`src/hw/rtl/phr_pkg.sv`:
```
// Shared constants for the polarimetric HSV to RGB pixel pipeline.
// Register map, CORDIC tables, hue and color mixing coefficients. No dependencies.
`default_nettype none

package phr_pkg;

  localparam int CfgW = 18;

  typedef enum logic [1:0] {
    CFG_MIN_DB   = 2'd0,
    CFG_MAX_DB   = 2'd1,
    CFG_FLOOR_DB = 2'd2
  } cfg_idx_t;

  localparam logic signed [CfgW-1:0] MinDbReset   = -18'sd6400;
  localparam logic signed [CfgW-1:0] MaxDbReset   = 18'sd0;
  localparam logic signed [CfgW-1:0] FloorDbReset = -18'sd76800;

  // hue in Q.8 degrees
  localparam logic signed [18:0] HueBase   = 19'sd76800;
  localparam logic signed [18:0] HueFull   = 19'sd92160;
  localparam logic [16:0]        HueSector = 17'd15360;
  localparam logic [14:0]        Deg120Q8  = 15'd30720;

  // CORDIC, angles in Q.16 degrees, vectors in Q.30
  localparam int CordicN = 16;
  localparam int QuoW    = 17;
  localparam logic signed [33:0] CordicX0 = 34'sd652032874;
  localparam logic signed [25:0] Deg90    = 26'sd5898240;
  localparam logic signed [25:0] Deg180   = 26'sd11796480;
  localparam logic signed [25:0] Deg270   = 26'sd17694720;
  localparam logic signed [25:0] Deg360   = 26'sd23592960;
  localparam logic signed [25:0] CORDIC_ATAN [CordicN] = '{
    26'sd2949120, 26'sd1740967, 26'sd919879, 26'sd466945,
    26'sd234379,  26'sd117304,  26'sd58666,  26'sd29335,
    26'sd14668,   26'sd7334,    26'sd3667,   26'sd1833,
    26'sd917,     26'sd458,     26'sd229,    26'sd115
  };

  // 10*log10(2) in Q.16
  localparam logic signed [18:0] DbPerOctave = 19'sd197283;
  localparam logic [15:0]        ChromaK     = 16'd56756;

  localparam logic signed [17:0] CoefRm1 = 18'sd51610;
  localparam logic signed [17:0] CoefRm2 = 18'sd24340;
  localparam logic signed [17:0] CoefGm1 = 18'sd13926;
  localparam logic signed [17:0] CoefGm2 = 18'sd13494;
  localparam logic signed [17:0] CoefBm2 = 18'sd62181;

endpackage

`default_nettype wire

```
`src/hw/rtl/phr_div.sv`:
```
// Pipelined restoring divider, one quotient bit per stage, QW stages.
// Needs r0 < den on entry; low bits are brought down MSB first. Uses phr_pkg.
`default_nettype none

module phr_div import phr_pkg::*; #(
  parameter int DW = 18,
  parameter int QW = QuoW
) (
  input  logic          clk,
  input  logic          en,
  input  logic [DW-1:0] r0,
  input  logic [QW-1:0] low,
  input  logic [DW-1:0] den,
  output logic [QW-1:0] quo
);

  logic [DW-1:0] rr [1:QW];
  logic [QW-1:0] lo [1:QW];
  logic [DW-1:0] dn [1:QW];
  logic [QW-1:0] qq [1:QW];

  logic [DW-1:0] ri [1:QW];
  logic [QW-1:0] li [1:QW];
  logic [DW-1:0] di [1:QW];
  logic [QW-1:0] qi [1:QW];
  logic [DW:0]   r2 [1:QW];
  logic [DW:0]   df [1:QW];
  logic          ge [1:QW];

  always_comb begin
    ri[1] = r0;
    li[1] = low;
    di[1] = den;
    qi[1] = '0;
    for (int j = 2; j <= QW; j++) begin
      ri[j] = rr[j-1];
      li[j] = lo[j-1];
      di[j] = dn[j-1];
      qi[j] = qq[j-1];
    end
    for (int j = 1; j <= QW; j++) begin
      r2[j] = {ri[j], li[j][QW-1]};
      df[j] = r2[j] - {1'b0, di[j]};
      ge[j] = (r2[j] >= {1'b0, di[j]});
    end
  end

  always_ff @(posedge clk) begin
    if (en) begin
      for (int j = 1; j <= QW; j++) begin
        rr[j] <= ge[j] ? df[j][DW-1:0] : r2[j][DW-1:0];
        lo[j] <= {li[j][QW-2:0], 1'b0};
        dn[j] <= di[j];
        qq[j] <= {qi[j][QW-2:0], ge[j]};
      end
    end
  end

  assign quo = qq[QW];

endmodule

`default_nettype wire

```
`config.mk`:
```
export PLATFORM = sky130hd
export DESIGN_NAME = phr_div
export DESIGN_NICKNAME = d
export VERILOG_FILES = /design/src/hw/rtl/phr_pkg.sv /design/src/hw/rtl/phr_div.sv
export SDC_FILE = /design/constraint.sdc
export NUM_CORES = 1
export LEC_CHECK = 0
export BUFFER_PORTS_ARGS = -buffer_cell sky130_fd_sc_hd__buf_2
export CORE_UTILIZATION = 30
export CTS_CLUSTER_DIAMETER = 200
export DETAILED_ROUTE_END_ITERATION = 7
export PLACE_DENSITY = 0.41
export SYNTH_ARGS = -nofsm -noshare
export SYNTH_HDL_FRONTEND = slang
export SYNTH_SLANG_ARGS = --single-unit
```
`constraint.sdc`:
```
create_clock -name clk -period 3.6 [get_ports clk]
set_clock_uncertainty 0.1 [all_clocks]
set_input_delay 0.72 -clock clk [delete_from_list [all_inputs] [get_ports clk]]
set_output_delay 0.72 -clock clk [all_outputs]
set_load 0.1 [all_outputs]
```
==> metrics.txt <==
status=complete, no violations; Rows=142; dominant cell type by area after synthesis=edfxtp_1; Die Y-Extent=390 µm; vias per cell=4.70; vias in the first global route=~28000; crit share post-route=93.2%; syn_nets=roughly 4000; ys async rst share=0%; final worst path period need=between 3000 and 4000 ps; Worst Hold Depth=1; DRT Wirelength=101000 µm; Post-Synthesis Cells=3600; count leader, synth=edfxtp_1; crit path max fanout=4; Pwr Total=44.8 mW; die area=between 150000 and 200000 µm²; crit path DAT=3700 ps; Max-slew headroom=between 40% and 50%; Max Slew Vio Count=0; pin count of the biggest net entering global routing=112; Worst-Skew Late Latency=between 700 and 800 ps; Unique masters post-synth=100; Max-Cap Viols=0; Leakage=20.5 nW; Slew @ Worst Pin=839 ps; DR DRC count=0; top-area cell type share of the netlist area=a little under three fifths; initial antenna violation count=0; Routed WL per cell=roughly 17 µm; mux contribution to synthesized area=5.90%; Layout Nets=between 4000 and 5000; worst path required time=3950 ps; Worst Setup End Kind=register; final setup fails=0; area of the mapped netlist=45200 µm²; Power per Cell Area=857 nW/µm²; wl on met1=around 48000 µm; CP Launch Type=register; Worst path depth=12; post-route setup TNS=0 ps; worst hold margin=96.3 ps; initial core utilization=30.2%; I/O Buffers=around 70; syn avg cell area=12.6 µm²; Max VDD drop=about 440 µV; Final Hold Vio Count=0; XOR/XNOR Fraction of Synth Area=3.78%; Sink Count=865; First-pass DRT Iterations=6; Post-synth EDFFs=865; DR vias=27800; first-pass GRT wire length=159000 µm; Seq/Total Area, Yosys=57.5%; # IOs=72; adder-cell share of the synthesized area=9.18%; Antenna Cells=0; CP top delay family=compound AO/OA/AOI/OAI gates; crit-path cells=inv_1 -> buf_4 -> ha_1 -> inv_1 -> fa_1 -> a211oi_1 -> o21ai_0 -> a21oi_1 -> o31ai_1 -> o221ai_1 -> xnor2_1 -> mux2_2; CTS tree=done; antenna-violating nets left=0; Hold Path Class=in -> reg; combinational family with the most area after synthesis=compound AO/OA/AOI/OAI gates; Non-Filler Instances=5925; top cell types by occurrence after synthesis=865 x edfxtp_1, 401 x inv_1, 306 x ha_1; routability cong.=0.861; Placed Cells=5729; CTS buffer count=~110; H-tree levels=3; Crit-path slowest cell=o31ai_1; first-iteration detailed-routing DRC count=1415; clk buf depth=3; ys flop type=edfxtp_1; Worst-path clk slew=60 ps; Fmax=298 MHz; layout cells sized above 1=between 10% and 20%; GR Overflow Total=0; Root Buffer Master=clkbuf_16; chip width=390 µm; Max stage delay on crit path=700 ps; Simple-Gate Fraction of Synth Area=around 7.3%; FF+latch count, synth=865; GRT Util Overall=13.2%; total core area=150000 µm²; post-DP HPWL=between 70000 and 80000 µm; Compound-Gate Fraction of Synth Area=12.3%; WS Path Type=reg -> reg; met3 routed WL=4240 µm; RSZ-0062 raised after global routing=no; top layer in use=met4; Synth-to-Final Area Change=15.6%; Synth area leaders=edfxtp_1 57%, ha_1 8.5%, mux2_2 4.6%; number of synthesis warnings=0; met2 WL=about 46000 µm; most frequent CP cell=inv_1; R2R depth=12; WP buf/inv=3
==> cell usage in the layout (no fill, tap or decap), types with 29 or more instances in the layout <==
cell / n
edfxtp_1: 865
inv_1: 401
ha_1: 306
a21oi_1: 264
nor2_1: 230
mux2_2: 183
o21ai_0: 156
nand2_1: 128
xnor2_1: 127
clkbuf_16: 108
a21o_1: 90
buf_4: 81
buf_2: 70
xor2_1: 68
o21a_1: 61
nand4_1: 53
nand3_1: 48
nor3_1: 47
o21bai_1: 32
nor2b_1: 29
clkbuf_1: 29
==> per-layer routing <==
layer / vias to the layer above / track usage (%)
met2: 437 / 21.3
li1: 13900 / -
met5: - / 0
met4: 0 / 4.85
met3: 170 / 2.21
met1: 13400 / 17.9
==> cell families after synthesis <==
group                      Yosys count
AOI/OAI and AO/OA                  851
xor gates and xnor gates           195
adders and majority gates          322
buffers and inverters              464
DFF                                865
muxes                              234
and+or+nand+nor                    669
==> state kept, by name (all words and copies together) (netlist names) <==
register / count
qq: 153
dn: 288
lo: 136
rr: 288
==> what timing repair did <==
item,4_1_cts,5_1_grt
resized for setup,0,2
setup buffers,0,0
endpoints found under the hold margin,0,0
endpoints found under the setup margin,0,1
hold buffers,0,0
==> where the power goes <==
part	internal, mW	total [mW]	switching [mW]
combinational	8.61	18.6	9.95
clock	6.37	10.6	4.28
sequential	14.4	15.6	1.21
total	29.3	44.8	15.4
==> layout make-up <==
| class | instances | area (µm²) |
|---|---|---|
| Clock buffer | 137 | 2810 |
| Clock inverter | 59 | 663 |
| Fill cell | 14700 | 97500 |
| Inverter | 406 | 1530 |
| Multi-Input combinational cell | 2271 | 17400 |
| Sequential cell | 865 | 26000 |
| Tap cell | 2016 | 2520 |
| Timing Repair Buffer | 171 | 1350 |
==> worst paths after layout <==
kind                               end                  from  slack [ps]
setup / recovery  rr[0][104]$_DFFE_PP_   lo[0][79]$_DFFE_PP_         250
hold / removal     lo[0][30]$_DFFE_PP_               low[14]         100
setup reg to reg  rr[0][104]$_DFFE_PP_   lo[0][79]$_DFFE_PP_         250
hold reg to reg   qq[0][290]$_DFFE_PP_  qq[0][272]$_DFFE_PP_         290
==> metrics by stage <==
step | worst slack, ps | area, µm² | util [%]
after floorplan | 423 | 45200 | -
after global placement | 0.584 | 48800 | 32.6
after detailed placement | 45.2 | 48800 | 32.6
after CTS | 151 | 52200 | 34.9
after global routing | 56.2 | 52300 | 34.9
final | 246 | 52300 | 34.9
(Power assumes the default switching activity.)
