[config.mk]
export PLATFORM = sky130hd
export DESIGN_NAME = phr_cordic
export DESIGN_NICKNAME = d
export VERILOG_FILES = /design/src/hw/rtl/phr_pkg.sv /design/src/hw/rtl/phr_cordic.sv
export SDC_FILE = /design/constraint.sdc
export NUM_CORES = 2
export LEC_CHECK = 0
export BUFFER_PORTS_ARGS = -buffer_cell sky130_fd_sc_hd__buf_2
export CAP_MARGIN = 20
export CORE_UTILIZATION = 41
export CTS_CLUSTER_SIZE = 24
export DETAILED_ROUTE_END_ITERATION = 16
export SLEW_MARGIN = 10
export SYNTH_ARGS = -nofsm -noshare
export SYNTH_HDL_FRONTEND = slang
export SYNTH_SLANG_ARGS = --single-unit
export TNS_END_PERCENT = 5
[constraint.sdc]
create_clock -name clk -period 7.3 [get_ports clk]
set_clock_uncertainty 0.05 [all_clocks]
set_input_delay 0.365 -clock clk [delete_from_list [all_inputs] [get_ports clk]]
set_output_delay 0.365 -clock clk [all_outputs]
set_load 0.03 [all_outputs]
[src/hw/rtl/phr_pkg.sv]
// Shared constants for the polarimetric HSV to RGB pixel pipeline.
// Register map, CORDIC tables, hue and color mixing coefficients. No dependencies.
`default_nettype none

package phr_pkg;

  localparam int CfgW = 18;

  typedef enum logic [1:0] {
    CFG_MIN_DB   = 2'd0,
    CFG_MAX_DB   = 2'd1,
    CFG_FLOOR_DB = 2'd2
  } cfg_idx_t;

  localparam logic signed [CfgW-1:0] MinDbReset   = -18'sd6400;
  localparam logic signed [CfgW-1:0] MaxDbReset   = 18'sd0;
  localparam logic signed [CfgW-1:0] FloorDbReset = -18'sd76800;

  // hue in Q.8 degrees
  localparam logic signed [18:0] HueBase   = 19'sd76800;
  localparam logic signed [18:0] HueFull   = 19'sd92160;
  localparam logic [16:0]        HueSector = 17'd15360;
  localparam logic [14:0]        Deg120Q8  = 15'd30720;

  // CORDIC, angles in Q.16 degrees, vectors in Q.30
  localparam int CordicN = 16;
  localparam int QuoW    = 17;
  localparam logic signed [33:0] CordicX0 = 34'sd652032874;
  localparam logic signed [25:0] Deg90    = 26'sd5898240;
  localparam logic signed [25:0] Deg180   = 26'sd11796480;
  localparam logic signed [25:0] Deg270   = 26'sd17694720;
  localparam logic signed [25:0] Deg360   = 26'sd23592960;
  localparam logic signed [25:0] CORDIC_ATAN [CordicN] = '{
    26'sd2949120, 26'sd1740967, 26'sd919879, 26'sd466945,
    26'sd234379,  26'sd117304,  26'sd58666,  26'sd29335,
    26'sd14668,   26'sd7334,    26'sd3667,   26'sd1833,
    26'sd917,     26'sd458,     26'sd229,    26'sd115
  };

  // 10*log10(2) in Q.16
  localparam logic signed [18:0] DbPerOctave = 19'sd197283;
  localparam logic [15:0]        ChromaK     = 16'd56756;

  localparam logic signed [17:0] CoefRm1 = 18'sd51610;
  localparam logic signed [17:0] CoefRm2 = 18'sd24340;
  localparam logic signed [17:0] CoefGm1 = 18'sd13926;
  localparam logic signed [17:0] CoefGm2 = 18'sd13494;
  localparam logic signed [17:0] CoefBm2 = 18'sd62181;

endpackage

`default_nettype wire

[src/hw/rtl/phr_cordic.sv]
// Pipelined rotation-mode CORDIC: Q.16 degree angle 0..360 to Q.16 sin and cos.
// Depends on phr_pkg (arctangent table, angle constants).
`default_nettype none

module phr_cordic import phr_pkg::*; (
  input  logic                clk,
  input  logic                en,
  input  logic [24:0]         angle,
  output logic signed [19:0]  sin_q,
  output logic signed [19:0]  cos_q
);

  logic signed [33:0] x  [0:CordicN];
  logic signed [33:0] y  [0:CordicN];
  logic signed [25:0] z  [0:CordicN];
  logic               ng [0:CordicN];
  logic signed [25:0] a;
  logic signed [33:0] xf;
  logic signed [33:0] yf;

  assign a  = $signed({1'b0, angle});
  assign xf = ng[CordicN] ? -x[CordicN] : x[CordicN];
  assign yf = ng[CordicN] ? -y[CordicN] : y[CordicN];

  always_ff @(posedge clk) begin
    if (en) begin
      // fold into -90..90, negate the result for the left half plane
      x[0] <= CordicX0;
      y[0] <= '0;
      if (a > Deg270) begin
        z[0]  <= a - Deg360;
        ng[0] <= 1'b0;
      end else if (a > Deg90) begin
        z[0]  <= a - Deg180;
        ng[0] <= 1'b1;
      end else begin
        z[0]  <= a;
        ng[0] <= 1'b0;
      end
      for (int k = 1; k <= CordicN; k++) begin
        ng[k] <= ng[k-1];
        if (z[k-1] >= 0) begin
          x[k] <= x[k-1] - (y[k-1] >>> (k-1));
          y[k] <= y[k-1] + (x[k-1] >>> (k-1));
          z[k] <= z[k-1] - CORDIC_ATAN[k-1];
        end else begin
          x[k] <= x[k-1] + (y[k-1] >>> (k-1));
          y[k] <= y[k-1] - (x[k-1] >>> (k-1));
          z[k] <= z[k-1] + CORDIC_ATAN[k-1];
        end
      end
      cos_q <= xf[33:14];
      sin_q <= yf[33:14];
    end
  end

endmodule

`default_nettype wire

==> impl_metrics.ini <==
[routing]
firstDrtPassIters = 6
drc = 0
drtAntennaViolNets = 0
avgViaCountPerCell = 5.51
wirelength_um = 294000
routed-wl-met3_um = 11900
drtIter0Drc = 5698
dr.max_layer_used = met5
met1_length_um = 133000
routedWlPerCell_um = 18.0
vias = 90000
dr_wl_met2_um = 137000

[floorplanning]
die_w_um = 540
boundaryPins = 67
start_util_pct = 41.2
die_height_um = 540
die-area_sq_um = 292000
num_rows = 197
core_sq_um = 288000

[layout]
nets = 13800
final_common_cell = edfxtp_1
multi_input_area_sq_um = 72700
seqCellArea_sq_um = 43300
layout_common_cells = edfxtp_1, ha_1, xnor2_1
syn2layout_area_growth_pct = 9.14
stdcell_area_sq_um = 129000
layout-drive-gt1-share_pct = 4.32
nFillCells = 27600

[setup_path]
cp_data_required_time_ns = 7.81
cp.depth = 20
reg2reg_to = x[12][33]
cp-endpoint = x[12][33]
reg2reg_from = z[11][25]
critPathMaxFanout = 71
worstSetupStartpointType = input port
critPathLaunch = en
worstSetupEndpointType = register
ff2ff_setup_slack_ns = 1.07
crit_family = compound AO/OA/AOI/OAI gates
cp_slowest_cell = a2111oi_0
crit_chain = dlygate4sd3_1 -> buf_12 -> nand2_2 -> buf_4 -> clkinv_1 -> buf_4 -> a21oi_1 -> xor2_1 -> ha_1 -> nand4_1 -> nor2_1 -> a221oi_1 -> o21ai_1 -> a2111oi_0 -> nor3_1 -> o32a_1 -> a221o_1 -> a221o_1 -> a21oi_1 -> xnor2_1
crit_buf_inv = 5
cp_data_arrival_time_ns = 6.87
worstSetupPathType = input port to register
slowest_delay_ns = 0.71
r2r_cells = 18

[clock_tree]
clkTransAtPathRegs_ns = 0.06
cts.sinks = 1443
ctsResizeCount = 0
post_cts_buffers = 0
cts.htree.levels = 4
clockBufferDepth = 4
cts_buffers = 178
cts_tree = built
cts_root_buffer = clkbuf_16
clk_latency_ns = 0.89

[yosys]
ys.warnings.count = 0
mappedNetlistNets = 13600
synth_edf_count = 1443
avgSynthCellArea_sq_um = 9.67
synth_cells = 12300
synth_seq_cells = 1443
synth_ff_type = edfxtp_1
async_reset_ff_share_pct = 0
syn-cell-area_sq_um = 119000
synth_cell_types = 82
ys_seq_area_share_pct = 36.5

[global_routing]
grt_overflow = 0
grt_pass1_vias = 86000
grt_first_pass_wirelength_um = 467000
grt_max_degree = 178
antenna_found_initial = 2
grt.total_usage_pct = 19.6

[min_path]
hp-start = angle[20]
holdCritPathClass = input port to register

[place]
hpwl_um = 233000
place.gp.congestion = 0.922
place_area_sq_um = 124000
port_buffers = 66

[sta]
slew_viol_final = 0
tightest_slew_ns = 1.15
rsz0062_at_grt = false
finalSetupViolCount = 0
fin_crit_sh_pct = 87.1
timing.fmax_mhz = 157
hold_viol_final = 0
finalCriticalPeriod_ns = 6.36
max_slew_margin_pct = 22.0
finalSetupTns_ns = 0

[outcome]
status = finished, final reports clean

[flow_run]
max_cap_violations = 0
-- state kept, by name, indices dropped and copies added (netlist names) --
signal and count:
cos_q 20, sin_q 20, z 391, x 484
y 511, ng 17
-- kinds of logic (layout without fill, tap and decap cells) --
kind of cell / count (synthesis) / in the layout / synth area share [%]
other: 0 / 2 / 0
AOI/OAI and AO/OA: 3657 / 3657 / 19.6
and+or+nand+nor: 3220 / 3220 / 13.1
muxes: 98 / 98 / 0.876
xor gates and xnor gates: 1798 / 1798 / 13.3
DFF: 1443 / 1443 / 36.5
buffers and inverters: 716 / 1002 / 2.27
adders and majority gates: 1341 / 1341 / 14.4
-- timing repair --
item | in CTS | in global routing
endpoints found under the hold margin | 80 | 0
hold buffers | 27 | 0
setup endpoints to repair | 0 | 0
-- synthesized netlist by cell type, drive strengths merged, types with 131 or more instances --
cell    number  area, sq um
o21a       212         1590
inv        517         1940
a21o       587         4410
nand2b     233         1460
o21ai      682         3410
clkbuf     160          602
nand3      201         1010
ha        1297        16200
edfxtp    1443        43300
o31ai      131          997
xor2       582         5100
a21oi     1203         6020
nand2      694         2610
nor2b      177         1110
xnor2     1216        10700
nor3       297         1500
o21bai     137         1030
nor2      1001         3760
-- layer usage --
layer / track usage, % / vias to the layer above
met3: 2.03 / 521
li1: - / 45800
met4: 7.53 / 2
met5: 0 / -
met1: 25.4 / 41900
met2: 33.6 / 1792
-- worst reg2reg max path: cells and delay by family, from the launching register on --
kind                       cells  cell delay (ns)
AOI/OAI and AO/OA              8             3.12
buffers and inverters          3             1.47
DFF                            1             0.40
and+or+nand+nor                4             0.39
adders and majority gates      1             0.30
xor gates and xnor gates       2             0.27
-- worst min-delay path by stage --
| stage | to | slack (ns) | depth (start not counted) |
|---|---|---|---|
| after CTS | z[0][20] | 0.04 | 4 |
| final | z[0][20] | 0.11 | 4 |
| after global routing | z[0][20] | 0.12 | 4 |
| after global placement | z[1][5] | 0.35 | 0 |
| after floorplan | ng[10] | 0.35 | 0 |
| after detailed placement | z[1][10] | 0.35 | 0 |
-- layout make-up --
cell class,instances,area share [%]
clock inverters,113,0.797
well taps,3781,3.65
clock buffers,204,3.55
inverters,524,1.52
flip-flops and latches,1443,33.5
multi-input cells,10100,56.1
diodes,2,0.00386
repair buffers,161,0.914
-- stage by stage --
step | cells | util (%) | setup WS [ns] | hold slack (ns)
6_report | 16300 | 45.0 | 0.939 | 0.108
5_1_grt | 16300 | 45.0 | 0.654 | 0.117
2_1_floorplan | 12300 | - | 1.84 | 0.350
3_3_place_gp | 16000 | 42.9 | 0.839 | 0.351
4_1_cts | 16300 | 45.0 | 1.04 | 0.0363
3_5_place_dp | 16000 | 42.9 | 0.839 | 0.355
Power is not shown: default switching activity piles up to over one toggle a cycle in this logic, so the estimate is an artifact.
